`config.mk`:
```
export PLATFORM = sky130hd
export DESIGN_NAME = task_lifecycle_flow_control
export DESIGN_NICKNAME = d
export VERILOG_FILES = /design/src/rtl/tlfc_pkg.sv /design/src/rtl/tlfc_core.sv /design/src/rtl/task_lifecycle_flow_control.sv
export VERILOG_INCLUDE_DIRS = /design/src /design/src/rtl
export SDC_FILE = /design/constraint.sdc
export NUM_CORES = 1
export LEC_CHECK = 0
export ABC_AREA = 1
export BUFFER_PORTS_ARGS = -buffer_cell sky130_fd_sc_hd__buf_2
export CORE_ASPECT_RATIO = 1.25
export CORE_MARGIN = 3
export CORE_UTILIZATION = 30
export DETAILED_ROUTE_END_ITERATION = 12
export SLEW_MARGIN = 15
export SYNTH_ARGS = -nofsm -noshare
export SYNTH_HDL_FRONTEND = slang
export SYNTH_HIERARCHICAL = 1
export SYNTH_SLANG_ARGS = --single-unit
```
`constraint.sdc`:
```
create_clock -name clk -period 11.2 [get_ports clk]
set_clock_uncertainty 0.1 [all_clocks]
set_input_delay 0.56 -clock clk [delete_from_list [all_inputs] [get_ports clk]]
set_output_delay 0.56 -clock clk [all_outputs]
set_load 0.1 [all_outputs]
```
`src/rtl/task_lifecycle_flow_control_macros.svh`:
```
// Assertion macros used by the task lifecycle controller top level.
`ifndef TASK_LIFECYCLE_FLOW_CONTROL_MACROS_SVH
`define TASK_LIFECYCLE_FLOW_CONTROL_MACROS_SVH

// Check an implication on every rising edge, skipped while reset is held.
`define TLFC_ASSERT_IMPL(label, ante, cons, msg) \
  label: assert property (@(posedge clk) disable iff (!rst_n) (ante) |-> (cons)) \
    else $error(msg);

// Check that the consequent holds in the cycle after the antecedent, skipped while reset is held.
`define TLFC_ASSERT_NEXT(label, ante, cons, msg) \
  label: assert property (@(posedge clk) disable iff (!rst_n) (ante) |=> (cons)) \
    else $error(msg);

`endif

```
`src/rtl/tlfc_pkg.sv`:
```
// Types and codes shared by the task lifecycle controller modules.
package tlfc_pkg;

  // Command codes carried by a request
  typedef enum logic [3:0] {
    CMD_RESET    = 4'd0,
    CMD_START    = 4'd1,
    CMD_PAUSE    = 4'd2,
    CMD_RESUME   = 4'd3,
    CMD_FLUSH    = 4'd4,
    CMD_KILL     = 4'd5,
    CMD_FAULT    = 4'd6,
    CMD_DISRUPT  = 4'd7,
    CMD_PREPARE  = 4'd8,
    CMD_ENQUEUE  = 4'd9,
    CMD_DEQUEUE  = 4'd10,
    CMD_COMPLETE = 4'd11
  } cmd_t;

  // Emitted action codes
  typedef enum logic [2:0] {
    ACT_NONE     = 3'd0,
    ACT_PREPARE  = 3'd1,
    ACT_RUN      = 3'd2,
    ACT_STOP     = 3'd3,
    ACT_CANCEL   = 3'd4,
    ACT_FLUSH    = 3'd5,
    ACT_FINALIZE = 3'd6
  } action_t;

  localparam logic [31:0] HIGH_WATER_RESET = 32'd52428800;  // 50 MiB

  // Result of one command, as computed by the core
  typedef struct packed {
    logic       accepted;
    action_t    first_action;
    action_t    second_action;
    logic [2:0] task_state;
    logic       runnable;
    logic       busy_res;
    logic       healthy;
    logic       overflowed;
  } result_t;

endpackage

```
`src/rtl/tlfc_core.sv`:
```
// Lifecycle state, buffer counters and per-command next-state logic.
module tlfc_core
  import tlfc_pkg::*;
#(
  parameter int COUNT_BITS = 32
) (
  input  logic        clk,
  input  logic        rst_n,
  input  logic        cfg_we,
  input  logic [31:0] cfg_wdata,
  input  logic        fire,
  input  logic [3:0]  cmd,
  input  logic [31:0] buffer_total,
  input  logic [31:0] byte_amount,
  input  logic [2:0]  done_action,
  output result_t     result
);

  localparam int WB = (COUNT_BITS > 32) ? COUNT_BITS : 32;

  typedef enum logic [2:0] {
    PH_QUEUED   = 3'd0,
    PH_WAITING  = 3'd1,
    PH_ACTIVE   = 3'd2,
    PH_PAUSED   = 3'd3,
    PH_COMPLETE = 3'd4,
    PH_KILLED   = 3'd5
  } phase_t;

  phase_t                phase_r, phase_nxt;
  logic [COUNT_BITS-1:0] queued_r, queued_nxt;
  logic [COUNT_BITS-1:0] enq_r, enq_nxt;
  logic [COUNT_BITS-1:0] deq_r, deq_nxt;
  logic [COUNT_BITS-1:0] exp_r, exp_nxt;
  logic                  err_r, err_nxt;
  logic                  ovf_r, ovf_nxt;
  logic [31:0]           high_water_r;

  logic                  runnable_cur, busy_cur;
  logic [WB:0]           add_sum;
  logic [COUNT_BITS-1:0] q_add;
  logic [WB-1:0]         q_ext, b_ext, q_diff;
  logic [COUNT_BITS-1:0] q_sub;
  logic [COUNT_BITS-1:0] enq_inc, deq_inc;
  logic                  ok;
  action_t               act0, act1;

  // Truncate or extend the buffer total to the counter width
  function automatic logic [COUNT_BITS-1:0] q_prep(input logic [31:0] total);
    logic [WB-1:0] ext;
    ext = WB'(total);
    return ext[COUNT_BITS-1:0];
  endfunction

  assign runnable_cur = (phase_r == PH_ACTIVE) || (phase_r == PH_WAITING) ||
                        (phase_r == PH_PAUSED);
  assign busy_cur     = (phase_r == PH_ACTIVE) || (phase_r == PH_WAITING);

  // Saturating add and subtract of the buffered byte count
  assign q_ext   = WB'(queued_r);
  assign b_ext   = WB'(byte_amount);
  assign add_sum = {1'b0, q_ext} + {1'b0, b_ext};
  assign q_add   = (add_sum > (WB+1)'({COUNT_BITS{1'b1}})) ? {COUNT_BITS{1'b1}}
                                                           : add_sum[COUNT_BITS-1:0];
  assign q_diff  = q_ext - b_ext;
  assign q_sub   = (b_ext > q_ext) ? '0 : q_diff[COUNT_BITS-1:0];
  assign enq_inc = enq_r + COUNT_BITS'(1);
  assign deq_inc = deq_r + COUNT_BITS'(1);

  // Decode the command against the current phase
  always_comb begin
    phase_nxt  = phase_r;
    queued_nxt = queued_r;
    enq_nxt    = enq_r;
    deq_nxt    = deq_r;
    exp_nxt    = exp_r;
    err_nxt    = err_r;
    ovf_nxt    = ovf_r;
    ok         = 1'b0;
    act0       = ACT_NONE;
    act1       = ACT_NONE;
    case (cmd)
      CMD_RESET: begin
        phase_nxt  = PH_QUEUED;
        queued_nxt = '0;
        enq_nxt    = '0;
        deq_nxt    = '0;
        exp_nxt    = '0;
        err_nxt    = 1'b0;
        ovf_nxt    = 1'b0;
        ok         = 1'b1;
      end
      CMD_START: begin
        if (phase_r == PH_QUEUED) begin
          act0      = ACT_PREPARE;
          act1      = ACT_RUN;
          phase_nxt = PH_WAITING;
          ok        = 1'b1;
        end
      end
      CMD_PAUSE: begin
        if (phase_r == PH_QUEUED || busy_cur) begin
          if (phase_r == PH_ACTIVE) act0 = ACT_STOP;
          phase_nxt = PH_PAUSED;
          ok        = 1'b1;
        end
      end
      CMD_RESUME: begin
        if (phase_r == PH_PAUSED) begin
          if (exp_r != '0) begin
            act0      = ACT_RUN;
            phase_nxt = PH_WAITING;
          end else begin
            phase_nxt = PH_QUEUED;
          end
          ok = 1'b1;
        end
      end
      CMD_FLUSH: begin
        if (runnable_cur) begin
          act0 = ACT_FLUSH;
          ok   = 1'b1;
        end
      end
      CMD_KILL: begin
        if (phase_r != PH_KILLED) begin
          if (busy_cur) begin
            act0 = ACT_STOP;
            act1 = ACT_CANCEL;
          end else if (phase_r == PH_PAUSED) begin
            act0 = ACT_CANCEL;
          end
          phase_nxt = PH_KILLED;
          ok        = 1'b1;
        end
      end
      CMD_FAULT: begin
        if (runnable_cur) begin
          if (busy_cur) begin
            act0 = ACT_STOP;
            act1 = ACT_CANCEL;
          end else begin
            act0 = ACT_CANCEL;
          end
          phase_nxt = PH_COMPLETE;
          err_nxt   = 1'b1;
          ok        = 1'b1;
        end
      end
      CMD_DISRUPT: begin
        if (phase_r == PH_ACTIVE) begin
          phase_nxt = PH_WAITING;
          ok        = 1'b1;
        end
      end
      CMD_PREPARE: begin
        if (phase_r == PH_WAITING && exp_r == '0) begin
          exp_nxt = q_prep(buffer_total);
          ok      = 1'b1;
        end
      end
      CMD_ENQUEUE: begin
        if (runnable_cur) begin
          queued_nxt = q_add;
          enq_nxt    = enq_inc;
          if (phase_r == PH_ACTIVE) begin
            if (enq_inc == exp_r) begin
              act0 = ACT_STOP;
            end else if (WB'(q_add) >= WB'(high_water_r)) begin
              act0      = ACT_STOP;
              phase_nxt = PH_WAITING;
              ovf_nxt   = 1'b1;
            end
          end else if (phase_r == PH_WAITING) begin
            phase_nxt = PH_ACTIVE;
          end
          ok = 1'b1;
        end
      end
      CMD_DEQUEUE: begin
        if (runnable_cur) begin
          queued_nxt = q_sub;
          deq_nxt    = deq_inc;
          if (phase_r == PH_ACTIVE) begin
            if (deq_inc == exp_r) begin
              act0 = ACT_FINALIZE;
            end else if (ovf_r && q_sub == '0) begin
              act0      = ACT_RUN;
              phase_nxt = PH_WAITING;
              ovf_nxt   = 1'b0;
            end
          end
          ok = 1'b1;
        end
      end
      CMD_COMPLETE: begin
        if (done_action == ACT_FINALIZE) begin
          phase_nxt = PH_COMPLETE;
          ok        = 1'b1;
        end
      end
      default: begin
        ok = 1'b0;
      end
    endcase
  end

  // Result as seen after the update
  always_comb begin
    result.accepted      = ok;
    result.first_action  = act0;
    result.second_action = act1;
    result.task_state    = phase_nxt;
    result.runnable      = (phase_nxt == PH_ACTIVE) || (phase_nxt == PH_WAITING) ||
                           (phase_nxt == PH_PAUSED);
    result.busy_res      = (phase_nxt == PH_ACTIVE) || (phase_nxt == PH_WAITING);
    result.healthy       = ~err_nxt;
    result.overflowed    = ovf_nxt;
  end

  // Hold state; advance on each request that leaves the input stage
  always_ff @(posedge clk) begin
    if (!rst_n) begin
      phase_r      <= PH_QUEUED;
      queued_r     <= '0;
      enq_r        <= '0;
      deq_r        <= '0;
      exp_r        <= '0;
      err_r        <= 1'b0;
      ovf_r        <= 1'b0;
      high_water_r <= HIGH_WATER_RESET;
    end else begin
      if (cfg_we) high_water_r <= cfg_wdata;
      if (fire) begin
        phase_r  <= phase_nxt;
        queued_r <= queued_nxt;
        enq_r    <= enq_nxt;
        deq_r    <= deq_nxt;
        exp_r    <= exp_nxt;
        err_r    <= err_nxt;
        ovf_r    <= ovf_nxt;
      end
    end
  end

endmodule

```
`src/rtl/task_lifecycle_flow_control.sv`:
```
// A request is held in the input register, then its result in the result register.
// Throughput: one request per cycle; the input register advances whenever the
// result register is empty or being drained in the same cycle.
// Reset (rst_n low, synchronous): lifecycle state, counters and flags clear,
// high-water mark returns to 50 MiB, both stages empty.
// Top level of the task lifecycle controller: input stage and result register.
module task_lifecycle_flow_control
  import tlfc_pkg::*;
#(
  parameter int COUNT_BITS = 32
) (
  input  logic        clk,
  input  logic        rst_n,
  input  logic        cfg_we,
  input  logic [31:0] cfg_wdata,
  input  logic        in_valid,
  output logic        in_ready,
  input  logic [3:0]  in_cmd,
  input  logic [31:0] in_buffer_total,
  input  logic [31:0] in_byte_amount,
  input  logic [2:0]  in_done_action,
  output logic        out_valid,
  input  logic        out_ready,
  output logic        out_accepted,
  output logic [2:0]  out_first_action,
  output logic [2:0]  out_second_action,
  output logic [2:0]  out_task_state,
  output logic        out_runnable,
  output logic        out_busy_res,
  output logic        out_healthy,
  output logic        out_overflowed
);

`include "task_lifecycle_flow_control_macros.svh"

  logic        s1_valid_r;
  logic [3:0]  s1_cmd_r;
  logic [31:0] s1_total_r;
  logic [31:0] s1_bytes_r;
  logic [2:0]  s1_done_r;
  logic        out_valid_r;
  result_t     res_r;
  result_t     res_nxt;
  logic        adv;
  logic        fire;

  // Advance when the result register can take a new value
  assign adv      = !out_valid_r || out_ready;
  assign fire     = s1_valid_r && adv;
  assign in_ready = !s1_valid_r || adv;

  tlfc_core #(
    .COUNT_BITS (COUNT_BITS)
  ) u_core (
    .clk          (clk),
    .rst_n        (rst_n),
    .cfg_we       (cfg_we),
    .cfg_wdata    (cfg_wdata),
    .fire         (fire),
    .cmd          (s1_cmd_r),
    .buffer_total (s1_total_r),
    .byte_amount  (s1_bytes_r),
    .done_action  (s1_done_r),
    .result       (res_nxt)
  );

  // Hold the input request and the result
  always_ff @(posedge clk) begin
    if (!rst_n) begin
      s1_valid_r  <= 1'b0;
      out_valid_r <= 1'b0;
    end else begin
      if (in_ready) s1_valid_r <= in_valid;
      if (adv) out_valid_r <= s1_valid_r;
    end
    if (in_ready && in_valid) begin
      s1_cmd_r   <= in_cmd;
      s1_total_r <= in_buffer_total;
      s1_bytes_r <= in_byte_amount;
      s1_done_r  <= in_done_action;
    end
    if (fire) res_r <= res_nxt;
  end

  assign out_valid         = out_valid_r;
  assign out_accepted      = res_r.accepted;
  assign out_first_action  = res_r.first_action;
  assign out_second_action = res_r.second_action;
  assign out_task_state    = res_r.task_state;
  assign out_runnable      = res_r.runnable;
  assign out_busy_res      = res_r.busy_res;
  assign out_healthy       = res_r.healthy;
  assign out_overflowed    = res_r.overflowed;

  `TLFC_ASSERT_IMPL(a_refused_no_action, out_valid_r && !res_r.accepted, res_r.first_action == ACT_NONE && res_r.second_action == ACT_NONE, "refused request emitted an action")
  `TLFC_ASSERT_IMPL(a_action_order, out_valid_r && res_r.second_action != ACT_NONE, res_r.first_action != ACT_NONE, "second action without a first")
  `TLFC_ASSERT_IMPL(a_busy_runnable, out_valid_r && res_r.busy_res, res_r.runnable, "busy task not runnable")
  `TLFC_ASSERT_NEXT(a_result_kept, out_valid_r && !out_ready, out_valid_r && $stable(res_r), "stalled result changed")

endmodule

```
==> results by group, run 1 <==
Run status
  • Status: completed

GRT
  • Grt ovf: 0
  • Initial antenna violation count: 2
  • Vias in the first global route: 17250
  • Largest net degree at the start of global routing: 70
  • GRT Total Usage: a little under 20%
  • Global-route wire length before repair: around 96000 um

Clock tree
  • Clock root buffer: clkbuf_16
  • # clock sinks: about 250
  • Clock tree buffer depth: 3
  • Post-CTS Setup Repair Bufs: 0
  • Clk_lat worst skew: slightly below 600 ps
  • Post-CTS Hold Buffers: 0
  • TritonCTS buffer count: 31
  • CTS tree: built
  • H-tree depth: 1
  • Clock-pin slew on the worst setup and hold paths: approximately 60 ps
  • PostCTS Resize Cnt: 0

Die
  • Core area: about 60000 um^2
  • Die X: around 220 um
  • Initial Util: 30.55%
  • Io pins: 124
  • Row cnt: around 100
  • Vert. Die Dim: between 200 and 300 um
  • DIE AREA: between 60000 and 70000 um^2

Pwr
  • Power, Total: around 2.4 mW
  • Clk pwr share: a little over two fifths
  • Psw: 0.7041 mW
  • Sequential Power Share: roughly 41%
  • Sw Ratio: between 20% and 30%
  • Worst VDD drop: approximately 0.11 mV
  • P per Cell Area: about 120 nW/um^2
  • Combinational Power Share: roughly 15%
  • Leakage: between 9 and 10 nW
  • P_int: ~1.7 mW

Timing
  • Final period util: 49.27%
  • Setup TNS Final: 0 ps
  • Slew Limit Fails: 0
  • Period minus WS final: around 5500 ps
  • Max-slew headroom: 20.37%
  • Fin. Hold Viols: 0
  • RSZ-0062 raised after global routing: no
  • Final setup vio count: 0
  • Slew @ Worst Pin: between 1000 and 1500 ps
  • Setup WS post-layout: between 5000 and 6000 ps
  • Highest clock rate: about 180 MHz

Final layout
  • NumNets Final: 3009
  • Filler Cells Inserted: between 6000 and 7000
  • Post-Layout Cell Count: 3585
  • Layout cells sized above 1: roughly 9%
  • P&R area growth vs syn: 12.87%
  • Final instance area: ~20000 um^2

Place
  • Placed Instances: between 3000 and 4000
  • Post-DP HPWL: approximately 49000 um
  • Port bufs: between 100 and 150
  • Routability cong.: 0.9597
  • Post-DP Area: roughly 19000 um^2
  • Dpl ws: about 5700 ps

Worst setup path
  • Crit Path Max Fanout: 25
  • Worst path slowest cell: o31ai_1
  • Startpoint Class: flop
  • CP dominant cell by count: nand2_1
  • CP top delay family: simple AND/OR/NAND/NOR gates
  • Critical path buffers and inverters: 2
  • CP peak stage delay: 400 ps
  • CP endpoint kind: flop
  • Worst Path Arrival: approximately 5800 ps
  • Critical path class: flop to flop
  • Req. time, crit path: 11440 ps

Routing
  • First-pass DRT Iterations: 6
  • Total vias in the final route: around 18000
  • Iteration-0 DRC Markers: 1406
  • DR vias/cell: about 5.0
  • Routed Antenna Nets: 0
  • Wirelength per Cell: between 15 and 20 um
  • Drt total wl: about 63000 um
  • DRC viols: 0

Yosys
  • Post-Syn Nets: around 2900
  • Ys async rst share: 0%
  • Dominant synthesized flop cell: dfxtp_1
  • Synth top area share: about a fifth
  • Register area share after synthesis: about 33%
  • EDFF count, synth: 85
  • Synth warn: 6
  • Ranking of synthesized cells by area: dfxtp_1, nand2_1, edfxtp_1
  • Top cells by count, synth: nand2_1, inv_1, nor2_1, a21oi_1, nand3_1
  • Syn Std Cell Area: roughly 18000 um^2
  • Yosys top cell by area: dfxtp_1
  • Most common cell in the netlist: nand2_1
  • Synth Register Bits: between 200 and 300
  • Cells after synthesis: roughly 2700
  • Syn avg cell area: roughly 6.6 um^2
  • Yosys cell types: 56

Min path
  • Hold Crit Class: primary input to flop

Job
  • Max_cap viols: 0
-- flip-flops by register name, indices dropped and copies added (netlist names), 3 cells and up --
| name | flops |
|---|---|
| u_core/exp_r | 32 |
| out_second_action | 3 |
| u_core/deq_r | 32 |
| u_core/phase_r | 3 |
| out_task_state | 3 |
| out_first_action | 3 |
| s1_cmd_r | 4 |
| s1_done_r | 3 |
| u_core/q_ext | 32 |
| s1_bytes_r | 32 |
| u_core/high_water_r | 32 |
| s1_total_r | 32 |
| u_core/enq_r | 32 |
-- placed cells by master, fill, tap and decap left out, drive strengths merged, types with 2 or more instances in the layout --
cell type | synthesis | routed
o22ai | 2 | 2
o21bai | 10 | 10
diode | 0 | 2
buf | 42 | 134
clkinv | 2 | 9
o31ai | 4 | 4
nand3b | 6 | 6
edfxtp | 85 | 85
fa | 2 | 2
dfxtp | 167 | 167
a31oi | 21 | 21
nor3 | 36 | 36
o21a | 6 | 6
nand3 | 224 | 224
inv | 396 | 397
a221oi | 2 | 2
xnor3 | 3 | 3
nor2 | 269 | 269
nand4 | 34 | 34
a211oi | 34 | 34
nor4 | 11 | 11
a21o | 4 | 4
and2 | 3 | 3
clkbuf | 57 | 49
o21ai | 114 | 114
xnor2 | 10 | 10
nand2 | 781 | 781
a21boi | 3 | 3
ha | 98 | 98
or2 | 9 | 9
o221ai | 2 | 2
xor2 | 42 | 42
a21oi | 239 | 239
o211ai | 4 | 4
o2111ai | 4 | 4
and3 | 2 | 2
-- path summary, 6_finish.rpt --
kind	from	to	slack, ps	depth (start not counted)
max	u_core/q_ext[0]	out_runnable	5680	32
min reg2reg	u_core/high_water_r[15]	u_core/high_water_r[15]	370	2
max reg2reg	u_core/q_ext[0]	out_runnable	5680	32
min	in_byte_amount[16]	s1_bytes_r[16]	40	1
-- logic make-up after synthesis --
family / count (synthesis) / share of synthesized area, %
AO/OA/AOI/OAI: 452 / 14.08
XOR/XNOR: 55 / 2.910
adder cells (fa/ha/maj): 100 / 7.045
buffers and inverters: 497 / 10.92
flip-flops: 252 / 32.80
other: 1 / 0.02087
AND/OR/NAND/NOR: 1376 / 32.23
-- power by group through the flow --
| stage | logic, mW | clock network, mW | registers [mW] |
|---|---|---|---|
| 3_3_place_gp | 0.371 | 0 | 1.02 |
| 2_1_floorplan | 0.241 | 0 | 1.04 |
| 4_1_cts | 0.373 | 1.10 | 1.00 |
| 5_1_grt | 0.418 | 1.13 | 1.01 |
| 6_report | 0.373 | 1.07 | 1.00 |
| 3_5_place_dp | 0.371 | 0 | 1.02 |
-- final cells by class --
class / count / area, um^2 / area share (%)
inverters: 398 / 1496 / 7.377
clock buffers: 49 / 1018 / 5.021
well taps: 757 / 947.2 / 4.669
repair buffers: 134 / 698.2 / 3.442
clock inverters: 9 / 82.58 / 0.4071
diodes: 2 / 5.005 / 0.02467
multi-input cells: 1984 / 10140 / 50.00
flip-flops and latches: 252 / 5896 / 29.06
-- layer usage --
metal,wire length (um),track usage (%),share of wire [%]
met2,32280,36.12,51
met3,2862,2.232,4.6
met1,24380,21.98,39
met5,0,0,0
met4,3216,8.593,5.1
-- stage by stage --
| step | hold WS (ps) | util [%] |
|---|---|---|
| 2_1_floorplan | 339.5 | - |
| 3_3_place_gp | 359.9 | 32.59 |
| 3_5_place_dp | 363.3 | 32.59 |
| 4_1_cts | 2.136 | 34.46 |
| 5_1_grt | 12.11 | 34.47 |
| 6_report | 37.41 | 34.48 |
(Power assumes the default switching activity.)
==> inputs of run 2 (changes only) <==
Clock period 11.2 ns to 5.8 ns, I/O delays scaled along.
==> run 2 against run 1 <==
Clock power increased by 75%. Critical path type unchanged. First-iteration DRC count decreased by 15%. Cell area increased by 5.2%. Count of clock-buffer cells in the layout decreased by 10. Combinational power increased by 110%. Non-clock buffer count increased by 121. Fmax increased by 4.9%.
==> results by group, run 2 (synthesized netlist as in run 1, its figures left out) <==
Clock tree
  • Clk_lat worst skew: 590 ps (about the same)
  • Clock-pin slew on the worst setup and hold paths: 60 ps (about the same)
  • Clock tree buffer depth: 3 (unchanged)
  • TritonCTS buffer count: 31 (unchanged)
  • # clock sinks: 252 (unchanged)
  • Clock root buffer: clkbuf_16
  • H-tree depth: 1 (unchanged)
  • CTS tree: built

Timing
  • Slew Limit Fails: 0 (unchanged)
  • RSZ-0062 raised after global routing: no
  • Final period util: 90.66% (+41 points)
  • Slew @ Worst Pin: 1142 ps (-51.08 ps)
  • Setup TNS Final: 0 ps (unchanged)
  • Period minus WS final: 5258 ps (-259.8 ps)
  • Highest clock rate: 190.2 MHz (+4.9%)
  • Max-slew headroom: 23.78% (+3.4 points)
  • Final setup vio count: 0 (unchanged)
  • Fin. Hold Viols: 0 (unchanged)

Die
  • DIE AREA: 62900 um^2 (unchanged)
  • Vert. Die Dim: 279.7 um (unchanged)
  • Io pins: 124 (unchanged)
  • Initial Util: 30.55% (unchanged)
  • Row cnt: 99 (unchanged)
  • Die X: 224.9 um (unchanged)
  • Core area: 58840 um^2 (unchanged)

Worst setup path
  • R2R setup slack: 540 ps (-5140 ps)
  • CP top delay family: simple AND/OR/NAND/NOR gates
  • Critical path class: flop to flop
  • Reg-to-Reg End: out_runnable
  • Worst Path Arrival: 5490 ps (-270 ps)
  • R2r startpoint: s1_bytes_r[0]
  • CP dominant cell by count: nand2_1
  • Critical path buffers and inverters: 2 (unchanged)
  • Startpoint Class: flop
  • Crit. Startpoint: s1_bytes_r[0]
  • Worst path slowest cell: fa_1
  • Req. time, crit path: 6030 ps (-5410 ps)
  • Worst reg2reg path depth: 32 (unchanged)
  • Worst Setup EP: out_runnable
  • CP peak stage delay: 380 ps (-20 ps)
  • CP Depth: 32 (unchanged)
  • Crit Path Max Fanout: 25 (unchanged)
  • CP endpoint kind: flop

Final layout
  • NumNets Final: 3130 (+4.0%)
  • Most common cell after layout, fill and taps aside: nand2_1
  • Final instance area: 21330 um^2 (+5.2%)
  • Filler Cells Inserted: 6420 (-1.2%)
  • Layout cells sized above 1: 8.656% (-0.23 points)
  • # diodes: 0 (-2)
  • Util after Layout: 36.26% (+1.8 points)
  • P&R area growth vs syn: 18.71%
  • Commonest cells after routing, fill and taps aside: nand2_1, inv_1, nor2_1

GRT
  • Vias in the first global route: 17990 (+4.3%)
  • Grt ovf: 0 (unchanged)
  • Initial antenna violation count: 0 (-2)
  • Largest net degree at the start of global routing: 64 (-8.6%)
  • GRT Total Usage: 19.87% (+0.54 points)
  • Global-route wire length before repair: 98640 um (+3.3%)

Routing
  • DRC viols: 0 (unchanged)
  • First-pass DRT Iterations: 7 (+1)
  • Met2 WL: 33320 um (+3.2%)
  • DR top layer: met4
  • Routed Antenna Nets: 0 (unchanged)
  • DR vias/cell: 4.931 (-0.42%)
  • Total vias in the final route: 18260 (+2.9%)
  • Metal3 WL: 3033 um (+6.0%)
  • DRT met1 WL: 24930 um (+2.3%)
  • Drt total wl: 64060 um (+2.1%)
  • Wirelength per Cell: 17.30 um (-1.2%)
  • Iteration-0 DRC Markers: 1202 (-15%)

Min path
  • Hold Crit Class: primary input to flop

Place
  • Post-DP Area: 19240 um^2 (+0.35%)
  • Post-DP HPWL: 49530 um (+1.2%)
  • Port bufs: 123 (unchanged)
  • Routability cong.: 0.9750 (+1.6%)

Pwr
  • Worst VDD drop: 0.2187 mV (+110%)
  • P per Cell Area: 215.5 nW/um^2 (+79%)
  • Leakage: 9.659 nW (+4.5%)

Run status
  • Status: completed

Job
  • Max_cap viols: 0 (unchanged)
[run 2: changes by cell type in the layout (fill, tap and decap cells not counted), moves of 2 or more]
cell           before  now
clkbuf_1            5    8
dlygate4sd3_1       0  110
clkinvlp_4          0    3
buf_4              11   22
clkbuf_16          35   31
diode_2             2    0
clkbuf_8            9    0
inv_6               2    0
clkinv_1            2    8
[run 2: per-layer routing]
metal | track usage [%] | vias up
met5 | 0 | -
li1 | - | 9243
met3 | 2.264 | 135
met1 | 22.20 | 8371
met2 | 37.95 | 511
met4 | 8.218 | 0
[run 2: how the worst min path moves through the flow]
stage / from / slack (ps) / cells past startpoint / endpoint
after global placement: u_core/high_water_r[17] / 360 / 2 / u_core/high_water_r[17]
after floorplan: in_byte_amount[0] / 290 / 0 / s1_bytes_r[0]
after global routing: cfg_we / 20 / 2 / u_core/high_water_r[25]
final: cfg_we / 10 / 2 / u_core/high_water_r[25]
after detailed placement: u_core/high_water_r[17] / 370 / 2 / u_core/high_water_r[17]
after CTS: cfg_we / 0.4 / 2 / u_core/high_water_r[25]
[run 2: stage by stage]
step	std cells	hold WS [ps]	power, mW	setup WS [ps]
after floorplan	2733	288.9	2.466	1391
after global placement	3534	364.3	2.702	412.4
after detailed placement	3534	365.2	2.700	332.9
after CTS	3701	0.3867	4.652	314.6
after global routing	3703	24.58	4.819	38.27
final	3703	11.68	4.598	541.7
[run 2: area by class of cell]
type	instances	area, um^2	area share (%)
clock buffers	39	805.8	3.777
clock inverters	18	147.6	0.6920
inverters	398	1499	7.026
multi-input cells	1984	10160	47.61
flip-flops and latches	252	5896	27.63
well taps	757	947.2	4.440
repair buffers	255	1882	8.821
[run 2: what timing repair did]
action,4_1_cts,5_1_grt
setup endpoints to repair,0,8
endpoints found under the hold margin,105,0
hold buffers,110,0
setup buffers,0,2
resized for setup,0,7
[run 2: where the power goes]
part | switching (mW) | total [mW] | internal, mW | leakage, nW
combinational | 0.525 | 0.793 | 0.268 | 7.02
sequential | 0.0398 | 1.94 | 1.90 | 2.18
clock | 0.803 | 1.87 | 1.06 | 0.457
total | 1.37 | 4.60 | 3.23 | 9.66
==> inputs of run 3 (changes only) <==
==> constraint.sdc (replaced) <==
create_clock -name clk -period 5.8 [get_ports clk]
set_clock_uncertainty 0.1 [all_clocks]
set_input_delay 0 -clock clk [delete_from_list [all_inputs] [get_ports clk]]
set_output_delay 0 -clock clk [all_outputs]
set_load 0.1 [all_outputs]
==> run 3 against run 2 <==
Setup slack worse by 11 ps. Global-route usage up 0.064 points. Sequential power about the same. Final cell count up 0.57%. Total power up 0.29%. Count of clock-buffer cells in the layout unchanged. Wire length up 0.44%. Critical endpoint unchanged. Largest cell class unchanged. Largest power group unchanged.
==> results by group, run 3 (synthesized netlist as in run 1, its figures left out) <==
Run status
  • Status: completed

Clock tree
  • TritonCTS buffer count: 31 (unchanged)
  • Clk_lat worst skew: 590 ps (about the same)
  • Clock tree buffer depth: 3 (unchanged)
  • Clock-pin slew on the worst setup and hold paths: 60 ps (about the same)
  • # clock sinks: 252 (unchanged)
  • H-tree depth: 1 (unchanged)
  • Clock root buffer: clkbuf_16
  • CTS tree: built

Timing
  • Setup TNS Final: 0 ps (unchanged)
  • Max-slew headroom: 25.18% (+1.4 points)
  • Highest clock rate: 189.8 MHz (-0.20%)
  • RSZ-0062 raised after global routing: no
  • Fin. Hold Viols: 0 (unchanged)
  • Setup WS post-layout: 530.9 ps (-10.79 ps)
  • Slew Limit Fails: 0 (unchanged)
  • Period minus WS final: 5269 ps (+10.79 ps)
  • Final period util: 90.85% (+0.19 points)
  • Slew @ Worst Pin: 1121 ps (-21.02 ps)
  • Final setup vio count: 0 (unchanged)

Worst setup path
  • CP endpoint kind: flop
  • Reg-to-Reg End: out_runnable
  • Startpoint Class: flop
  • Worst reg2reg path depth: 32 (unchanged)
  • CP peak stage delay: 410 ps (+30 ps)
  • Crit. Startpoint: s1_bytes_r[0]
  • Critical path class: flop to flop
  • Worst Path Arrival: 5500 ps (about the same)
  • R2r startpoint: s1_bytes_r[0]
  • Worst Setup EP: out_runnable
  • CP dominant cell by count: nand2_1
  • R2R setup slack: 530 ps (about the same)
  • Crit Path Max Fanout: 25 (unchanged)
  • Req. time, crit path: 6030 ps (about the same)
  • Worst path slowest cell: a21oi_1

Die
  • Vert. Die Dim: 279.7 um (unchanged)
  • DIE AREA: 62900 um^2 (unchanged)
  • Initial Util: 30.55% (unchanged)
  • Core area: 58840 um^2 (unchanged)
  • Io pins: 124 (unchanged)
  • Row cnt: 99 (unchanged)
  • Die X: 224.9 um (unchanged)

Job
  • Max_cap viols: 0 (unchanged)

Routing
  • DR vias/cell: 4.919 (-0.25%)
  • Total vias in the final route: 18320 (+0.32%)
  • First-pass DRT Iterations: 6 (-1)
  • DRC viols: 0 (unchanged)
  • Routed Antenna Nets: 0 (unchanged)
  • Iteration-0 DRC Markers: 1247 (+3.7%)
  • Drt total wl: 64340 um (+0.44%)
  • Wirelength per Cell: 17.28 um (-0.13%)

GRT
  • Initial antenna violation count: 0 (unchanged)
  • GRT Total Usage: 19.94% (+0.064 points)
  • Global-route wire length before repair: 98980 um (+0.35%)
  • Grt ovf: 0 (unchanged)
  • Largest net degree at the start of global routing: 64 (unchanged)
  • Vias in the first global route: 18060 (+0.39%)

Final layout
  • Layout cells sized above 1: 8.595% (-0.061 points)
  • Final instance area: 21540 um^2 (+0.99%)
  • NumNets Final: 3151 (+0.67%)
  • P&R area growth vs syn: 19.88%
  • Commonest cells after routing, fill and taps aside: nand2_1, inv_1, nor2_1
  • # diodes: 0 (unchanged)
  • Util after Layout: 36.62% (+0.36 points)
  • Most common cell after layout, fill and taps aside: nand2_1

Place
  • Port bufs: 123 (unchanged)
  • Routability cong.: 0.9750 (unchanged)
  • Post-DP Area: 19240 um^2 (unchanged)
  • Post-DP HPWL: 49530 um (unchanged)
  • Dpl ws: 332.9 ps (unchanged)

Min path
  • Hold Crit Class: primary input to flop
  • Hold path cells: 2 (unchanged)

Pwr
  • P per Cell Area: 214.1 nW/um^2 (-0.69%)
  • Worst VDD drop: 0.2183 mV (-0.15%)
  • Leakage: 9.749 nW (+0.93%)
  • Power, Total: 4.612 mW (+0.29%)
## run 3: what timing repair did
action | CTS | global route
resized for setup | 0 | 7
endpoints found under the setup margin | 0 | 8
hold endpoints to repair | 111 | 1
hold buffers | 130 | 1
setup buffers | 0 | 2
## run 3: worst max-delay path, delay by kind of cell, from the launching register on
kind | cells | cell delay [ps]
AOI/OAI and AO/OA | 9 | 1500
adders and majority gates | 3 | 810
buffers and inverters | 2 | 230
DFF | 1 | 370
and+or+nand+nor | 18 | 1990
## run 3: final cells by class
type | count | area (um^2)
clock buffer | 39 | 805.8
clock inverter | 18 | 147.6
fill | 6404 | 37290
inverter | 398 | 1499
multi-input combinational | 1984 | 10160
sequential | 252 | 5896
tap | 757 | 947.2
timing repair buffer | 276 | 2092
## run 3: how the worst min path moves through the flow
stage	to	from
2_1_floorplan	s1_bytes_r[0]	in_byte_amount[0]
3_3_place_gp	s1_bytes_r[29]	in_byte_amount[29]
3_5_place_dp	s1_bytes_r[13]	in_byte_amount[13]
4_1_cts	s1_total_r[7]	in_buffer_total[7]
5_1_grt	s1_bytes_r[22]	in_byte_amount[22]
6_report	s1_bytes_r[25]	in_byte_amount[25]
## run 3: metal layers
layer,vias to the layer above,GRT usage [%],wire length [um]
met5,-,0,0
met3,128,2.274,2923
li1,9295,-,-
met1,8407,22.20,25140
met4,0,8.218,2780
met2,488,38.16,33490
## run 3: power breakdown
group / internal [mW] / switching [mW] / total (mW)
combinational: 0.278 / 0.527 / 0.805
clock: 1.07 / 0.804 / 1.87
sequential: 1.90 / 0.0395 / 1.94
## run 3: stage by stage
step                      hold slack [ps]  instances
final                               26.29       3724
after global routing                3.526       3724
after floorplan                    -1.131       2733
after global placement              76.39       3534
after detailed placement            78.10       3534
after CTS                         0.02526       3721
